[src/design/jbf_pkg.sv]
// Shared types and constants of the joint bilateral filter.
`default_nettype none
package jbf_pkg;

    localparam int PIX_W      = 16;  // guide<<8 | depth
    localparam int WEIGHT_W   = 24;  // range Q0.16 times spatial 8 bit
    localparam int CNT_W      = 4;   // window cell counters
    localparam int S_TDATA_W  = 40;
    localparam int S_TUSER_W  = 3;
    localparam int M_TDATA_W  = 32;
    localparam int CFG_ADDR_W = 2;
    localparam int CFG_DATA_W = 12;
    localparam int ROW_W      = 12;
    localparam int COL_W      = 10;

    localparam logic [1:0] KIND_RANGE   = 2'd0;
    localparam logic [1:0] KIND_SPATIAL = 2'd1;
    localparam logic [1:0] KIND_PIXEL   = 2'd2;

    localparam logic [CFG_ADDR_W-1:0] CFG_WIDTH  = 2'd0;
    localparam logic [CFG_ADDR_W-1:0] CFG_HEIGHT = 2'd1;
    localparam logic [CFG_ADDR_W-1:0] CFG_WINDOW = 2'd2;

    typedef struct packed {
        logic clr_step;
        logic take;
        logic shift;
        logic issue;
        logic div_start;
        logic div_step;
        logic out_load;
    } jbf_cmd_t;

    typedef struct packed {
        logic clr_done;
        logic in_pixel;
        logic interior;
        logic last_cell;
        logic pipe_empty;
        logic div_done;
        logic out_free;
    } jbf_status_t;

endpackage
`default_nettype wire

[src/design/jbf_ctrl.sv]
// Sequencer of the joint bilateral filter: clear, load, window and divide phases.
`default_nettype none
module jbf_ctrl (
    input  wire logic                aclk,
    input  wire logic                aresetn,
    input  wire logic                s_tvalid,
    input  wire jbf_pkg::jbf_status_t status,
    output jbf_pkg::jbf_cmd_t         cmd,
    output logic                     s_tready
);
    import jbf_pkg::*;

    typedef enum logic [7:0] {
        S_CLEAR = 8'b0000_0001,
        S_IDLE  = 8'b0000_0010,
        S_READ  = 8'b0000_0100,
        S_SHIFT = 8'b0000_1000,
        S_ACC   = 8'b0001_0000,
        S_DRAIN = 8'b0010_0000,
        S_DIV   = 8'b0100_0000,
        S_FIN   = 8'b1000_0000
    } state_t;

    state_t state_reg, state_next;

    always_ff @(posedge aclk) begin
        if (!aresetn) begin
            state_reg <= S_CLEAR;
        end else begin
            state_reg <= state_next;
        end
    end

    always_comb begin
        state_next = state_reg;
        cmd        = '0;
        case (state_reg)
            S_CLEAR: begin
                cmd.clr_step = 1'b1;
                if (status.clr_done) state_next = S_IDLE;
            end
            S_IDLE: begin
                if (s_tvalid) begin
                    cmd.take = 1'b1;
                    if (status.in_pixel) state_next = S_READ;
                end
            end
            S_READ: state_next = S_SHIFT;
            S_SHIFT: begin
                cmd.shift  = 1'b1;
                state_next = status.interior ? S_ACC : S_IDLE;
            end
            S_ACC: begin
                cmd.issue = 1'b1;
                if (status.last_cell) state_next = S_DRAIN;
            end
            S_DRAIN: begin
                if (status.pipe_empty) begin
                    cmd.div_start = 1'b1;
                    state_next    = S_DIV;
                end
            end
            S_DIV: begin
                cmd.div_step = 1'b1;
                if (status.div_done) state_next = S_FIN;
            end
            S_FIN: begin
                if (status.out_free) begin
                    cmd.out_load = 1'b1;
                    state_next   = S_IDLE;
                end
            end
            default: state_next = S_CLEAR;
        endcase
    end

    assign s_tready = (state_reg == S_IDLE);
endmodule
`default_nettype wire

[config.mk]
export PLATFORM = sky130hd
export DESIGN_NAME = jbf_ctrl
export DESIGN_NICKNAME = d
export VERILOG_FILES = /design/src/design/jbf_pkg.sv /design/src/design/jbf_ctrl.sv
export SDC_FILE = /design/constraint.sdc
export NUM_CORES = 1
export LEC_CHECK = 0
export BUFFER_PORTS_ARGS = -buffer_cell sky130_fd_sc_hd__buf_4
export CAP_MARGIN = 30
export CORE_MARGIN = 2
export CORE_UTILIZATION = 31
export CTS_BUF_LIST = sky130_fd_sc_hd__clkbuf_8
export CTS_CLUSTER_DIAMETER = 80
export CTS_CLUSTER_SIZE = 20
export DETAILED_ROUTE_END_ITERATION = 6
export GPL_TIMING_DRIVEN = 0
export SYNTH_ARGS = -nofsm -noshare
export SYNTH_HDL_FRONTEND = slang
export SYNTH_SLANG_ARGS = --single-unit
[constraint.sdc]
create_clock -name aclk -period 1.41 [get_ports aclk]
set_input_delay 0.282 -clock aclk [delete_from_list [all_inputs] [get_ports aclk]]
set_output_delay 0.282 -clock aclk [all_outputs]
set_load 0.02 [all_outputs]
==> results.ini, run 1 <==
[final_layout]
layout_commonest_cell=buf_4
mostFrequentLayoutCells=21 x buf_4, 11 x buf_6, 6 x nor2_1
multi_input_area_um2=486.7
final_layout_size_suffix_gt1_frac=0.5882
nets=114
instances_no_fill=127
largest_reg_flops=8
final_area_um2=1030
syn_to_final_growth_pct=75.48
seqCellArea_um2=166.4
n_antenna_cell=0
nFillCells=160

[worst_hold_path]
hold_path.class=primary input to flop
holdPathEnd=state_reg[0]
hold_start=status[6]
whs_path_depth=2

[pwr]
power.density_nw_per_um2=1179
ir_worst_vdd_mv=0.9890
design_power_total_mw=1.214
leakagePower_nw=0.4226

[timing]
fmax_ghz=0.5725
tightest_slew_ps=344.7
post-route-period-util=1.239
hold_viol_final=0
min_period_ps=1747
slew_headroom=0.7670
fin_ws_ps=-336.6
slew_violations=0
timing.hold.ws_ps=288.1
rsz0062_at_grt=true
finalClockSkew_ps=6.622
finalSetupViolCount=15

[setup_path]
r2r-start=state_reg[7]
r2r_end=state_reg[1]
cp.arrival_ps=1460
endpoint_kind=output pin
critPathLaunchType=flop
path_max_fanout=6
worstSetupPathType=flop to output pin
r2r_cells=7
cp_data_required_time_ps=1130
r2r_setup_slack_ps=-280

[placed_design]
dp_cells=111
port_buffers=17
placed_area_um2=773.2
gp_congestion=0.8008
dp_hpwl_mm=1.066

[global_routing]
grt_overflow=0
grtUsageTotal=0.1596
grt_max_degree=10
antenna_found_initial=0
grt_pass1_wl_mm=2.470
grt_pass1_vias=580

[clock_network]
cts-htree-levels=1
clk_latency_ps=230
hold_buffers=0
ctsRootBufferMaster=clkbuf_8
cts_num_sinks=8
cts_tree=done
numCtsBuffers=3
clockBufferDepth=2
clkTransAtPathRegs_ps=50

[logic_synthesis]
syn_nets=79
ys_seq_area_frac=0.2729
ys_warn_count=0
synth-seq-cells=8
syn_inst=69
ys_types=31
netlist_area_um2=586.8
syn_avg_cell_area_um2=8.505

[die]
die_width_um=47.51
row_count=15
die_h_um=47.51
core_area_um2=1745
start_util=0.3362
pin_count=18
die_area_um2=2257

[status]
status=complete, but fails checks
violations=setup timing

[route]
drc=0
routedWlPerCell_um=14.20
vias=636
ant_nets=0
initialDrtViolationCount=9
firstDrtPassIters=4
wirelength_mm=1.804
vias_per_cell=5.008

[job]
maxCapViolCount=0

power breakdown:
group / internal (mW) / switching [mW]
clock: 0.185 / 0.0939
combinational: 0.300 / 0.343
sequential: 0.255 / 0.0371
total: 0.740 / 0.474
metal layers:
metal  routed length [um]  global-route usage
met1                  767              0.1810
met2                  975              0.2703
met5                    0                   0
met4                    0             0.04444
met3                   61             0.07170
worst max-delay path: stages, from the launching register on:
cell and delay [ps]:
dfxtp_1 300, buf_6 130, nor4_4 350, nand2_2 140, nor3_4 180, buf_6 130
layout make-up:
class                   instances  area share
inverters                       6     0.02187
plain buffers                   2     0.02187
clock buffers                   3     0.04010
repair buffers                 30      0.2515
multi-input cells              53      0.4727
flip-flops and latches          8      0.1616
well taps                      25     0.03038
synthesized netlist by cell type, drive strengths merged:
cell     instances  area share
nor3b            4       0.060
nand4b           1       0.015
nor2b            2       0.021
o22ai            2       0.021
nor3             2       0.017
nand2            5       0.032
o21a             1       0.013
and4b            2       0.038
a21boi           1       0.013
inv              6       0.038
nor2             7       0.045
a21oi            2       0.017
nand3b           1       0.013
xor2             1       0.015
buf              2       0.032
xnor2            1       0.015
o221ai           2       0.041
dfxtp            8        0.27
nor4b            3       0.055
o22a             1       0.015
nand3            5       0.043
o2bb2ai          1       0.015
a211oi           1       0.013
nand2b           3       0.036
nor4             2       0.072
and2             3       0.032
repair_timing:
action	CTS	global route
endpoints found under the setup margin	13	15
pin swaps	9	8
buffers inserted	7	6
resized for setup	18	8
metrics by stage:
| step | utilization | setup TNS, ps | setup WS (ps) |
|---|---|---|---|
| 6_report | 0.5900 | -3467 | -336.6 |
| 5_1_grt | 0.5900 | -4704 | -419.6 |
| 4_1_cts | 0.5384 | -2629 | -340.6 |
| 3_5_place_dp | 0.4430 | -1267 | -240.5 |
| 3_3_place_gp | 0.4430 | -1225 | -234.9 |
| 2_1_floorplan | - | -145.2 | -87.54 |
cell families after synthesis:
family	Yosys count	share of synthesized area
compound gates	11	0.1471
simple gates	40	0.4797
xor+xnor	2	0.02986
buf+inv	8	0.07036
flops	8	0.2729
worst max-delay path by stage:
stage                 startpoint  endpoint  slack (ps)  cells past startpoint
floorplan           state_reg[5]    cmd[5]         -90                      4
global placement    state_reg[5]    cmd[5]        -230                      5
detailed placement  state_reg[7]    cmd[2]        -240                      5
CTS                 state_reg[0]    cmd[2]        -340                      5
global route        state_reg[7]    cmd[2]        -420                      5
finish              state_reg[7]    cmd[2]        -340                      5
Note: power is estimated with default switching activity, not from simulation.
==> run 2: changes to the inputs <==
Settings changed: CELL_PAD_IN_SITES_DETAIL_PLACEMENT from default to 1, CELL_PAD_IN_SITES_GLOBAL_PLACEMENT from default to 1, PLACE_DENSITY_LB_ADDON from default to 0.1.
==> run 2 against run 1 <==
- the flow still finishes with violations (setup timing)
- sequential share of layout area shrank 1.0 points
- clock power grew 2%
- critical path depth is the same
- sequential power grew 2%
- combinational power grew 17%
- non-clock buffer count grew 6
- setup slack lost 100 ps
- first-iteration DRC count shrank 22%
- largest power group unchanged
==> results.ini, run 2 (synthesized netlist as in run 1, its figures left out) <==
[setup_path]
cp_cell_sequence=nor3b_2 > nand3b_1 > inv_2 > and2_4 > buf_6
r2r-start=state_reg[7]
crit_family=simple AND/OR/NAND/NOR gates
endpoint_kind=output pin
path_max_fanout=6
critPathSlowestCell=dfxtp_2
r2r_end=state_reg[3]
critPathLaunchType=flop
critPathLaunch=state_reg[1]
r2r_setup_slack_ps=-290
crit_end=cmd[5]
cp.arrival_ps=1560
worst-path-stages=5
r2r_cells=7
path_buf_inv=2
worstSetupPathType=flop to output pin
cp_slowest_stage_delay_ps=430
cp_data_required_time_ps=1130

[clock_network]
clockBufferDepth=2
cts_tree=done
clk_latency_ps=230
numCtsBuffers=3
cts-htree-levels=1
clkTransAtPathRegs_ps=40
ctsRootBufferMaster=clkbuf_8
cts_num_sinks=8

[timing]
hold_viol_final=0
fmax_ghz=0.5415
post-route-period-util=1.310
rsz0062_at_grt=true
fin_ws_ps=-436.9
finalSetupViolCount=15
slew_headroom=0.7543
tightest_slew_ps=367.6
min_period_ps=1847
finalClockSkew_ps=4.461
fin_setup_tns_ps=-4102
slew_violations=0

[final_layout]
nets=120
syn_to_final_growth_pct=89.98
layout_commonest_cell=buf_4
largest_reg_flops=8
instances_no_fill=133
n_antenna_cell=0
mostFrequentLayoutCells=23 x buf_4, 15 x buf_6, 7 x nor2_1
final_layout_size_suffix_gt1_frac=0.6481

[die]
pin_count=18
die_area_um2=2257
row_count=15
die_width_um=47.51
die_h_um=47.51
start_util=0.3362
core_area_um2=1745

[status]
status=complete, but fails checks
violations=setup timing

[placed_design]
place_ws_ps=-270.6
gp_congestion=0.7422
dp_hpwl_mm=1.202
dp_cells=111
port_buffers=17

[route]
vias_per_cell=5.278
firstDrtPassIters=2
initialDrtViolationCount=7
vias=702
wirelength_mm=2.508
routedWlPerCell_um=18.86
ant_nets=0
drc=0

[global_routing]
antenna_found_initial=0
grt_max_degree=10
grt_overflow=0
grt_pass1_wl_mm=3.160
grt_pass1_vias=654
grtUsageTotal=0.2071

[pwr]
design_power_total_mw=1.338
leakagePower_nw=0.4688
power.density_nw_per_um2=1200
ir_worst_vdd_mv=1.037

[job]
maxCapViolCount=0

[worst_hold_path]
hold_path.class=primary input to flop

-- run 2: cell count changes in the layout (fill, tap and decap cells not counted), moves of 2 or more --
cell,change
buf_6,+4
dfxtp_2,+2
buf_4,+2
dfxtp_1,-2
-- run 2: metrics by stage --
step / cell area [um2] / hold WS, ps / utilization
final: 1115 / 286.3 / 0.6387
after global routing: 1115 / 289.1 / 0.6387
after detailed placement: 773.2 / 492.5 / 0.4430
after global placement: 773.2 / 490.0 / 0.4430
after floorplan: 614.3 / 360.6 / -
after CTS: 1007 / 286.7 / 0.5771
-- run 2: how the worst min path moves through the flow --
| stage | to | start | slack [ps] | cells after the start |
|---|---|---|---|---|
| floorplan | state_reg[0] | aresetn | 360 | 1 |
| global placement | state_reg[3] | state_reg[3] | 490 | 1 |
| detailed placement | state_reg[3] | state_reg[3] | 490 | 1 |
| CTS | state_reg[0] | status[6] | 290 | 2 |
| global route | state_reg[0] | aresetn | 290 | 2 |
| finish | state_reg[0] | aresetn | 290 | 2 |
-- run 2: timing repair --
| action | in CTS | in global routing |
|---|---|---|
| hold buffers | 0 | 0 |
| setup endpoints to repair | 13 | 15 |
| pin swaps | 10 | 10 |
| endpoints found under the hold margin | 0 | 0 |
| resized for setup | 22 | 15 |
| setup buffers | 14 | 8 |
-- run 2: routing by layer --
layer / track usage / vias to the layer above / wire (um)
li1: - / 331 / -
met1: 0.2590 / 354 / 1165
met2: 0.3378 / 13 / 1226
met3: 0.07170 / 4 / 78
met4: 0.05556 / 0 / 38
met5: 0 / - / 0
-- run 2: report_power, final --
part | total [mW] | internal, mW | switching, mW
Sequential | 0.298 | 0.255 | 0.0435
Combinational | 0.754 | 0.348 | 0.406
Clock | 0.285 | 0.186 | 0.0994
-- run 2: area by class of cell --
cell class | count | area, um2
Tap cell | 25 | 31.28
Clock buffer | 3 | 41.29
Timing Repair Buffer | 36 | 319.1
Inverter | 6 | 22.52
Fill cell | 197 | 630.6
Multi-Input combinational cell | 53 | 509.2
Sequential cell | 8 | 168.9
Buffer | 2 | 22.52
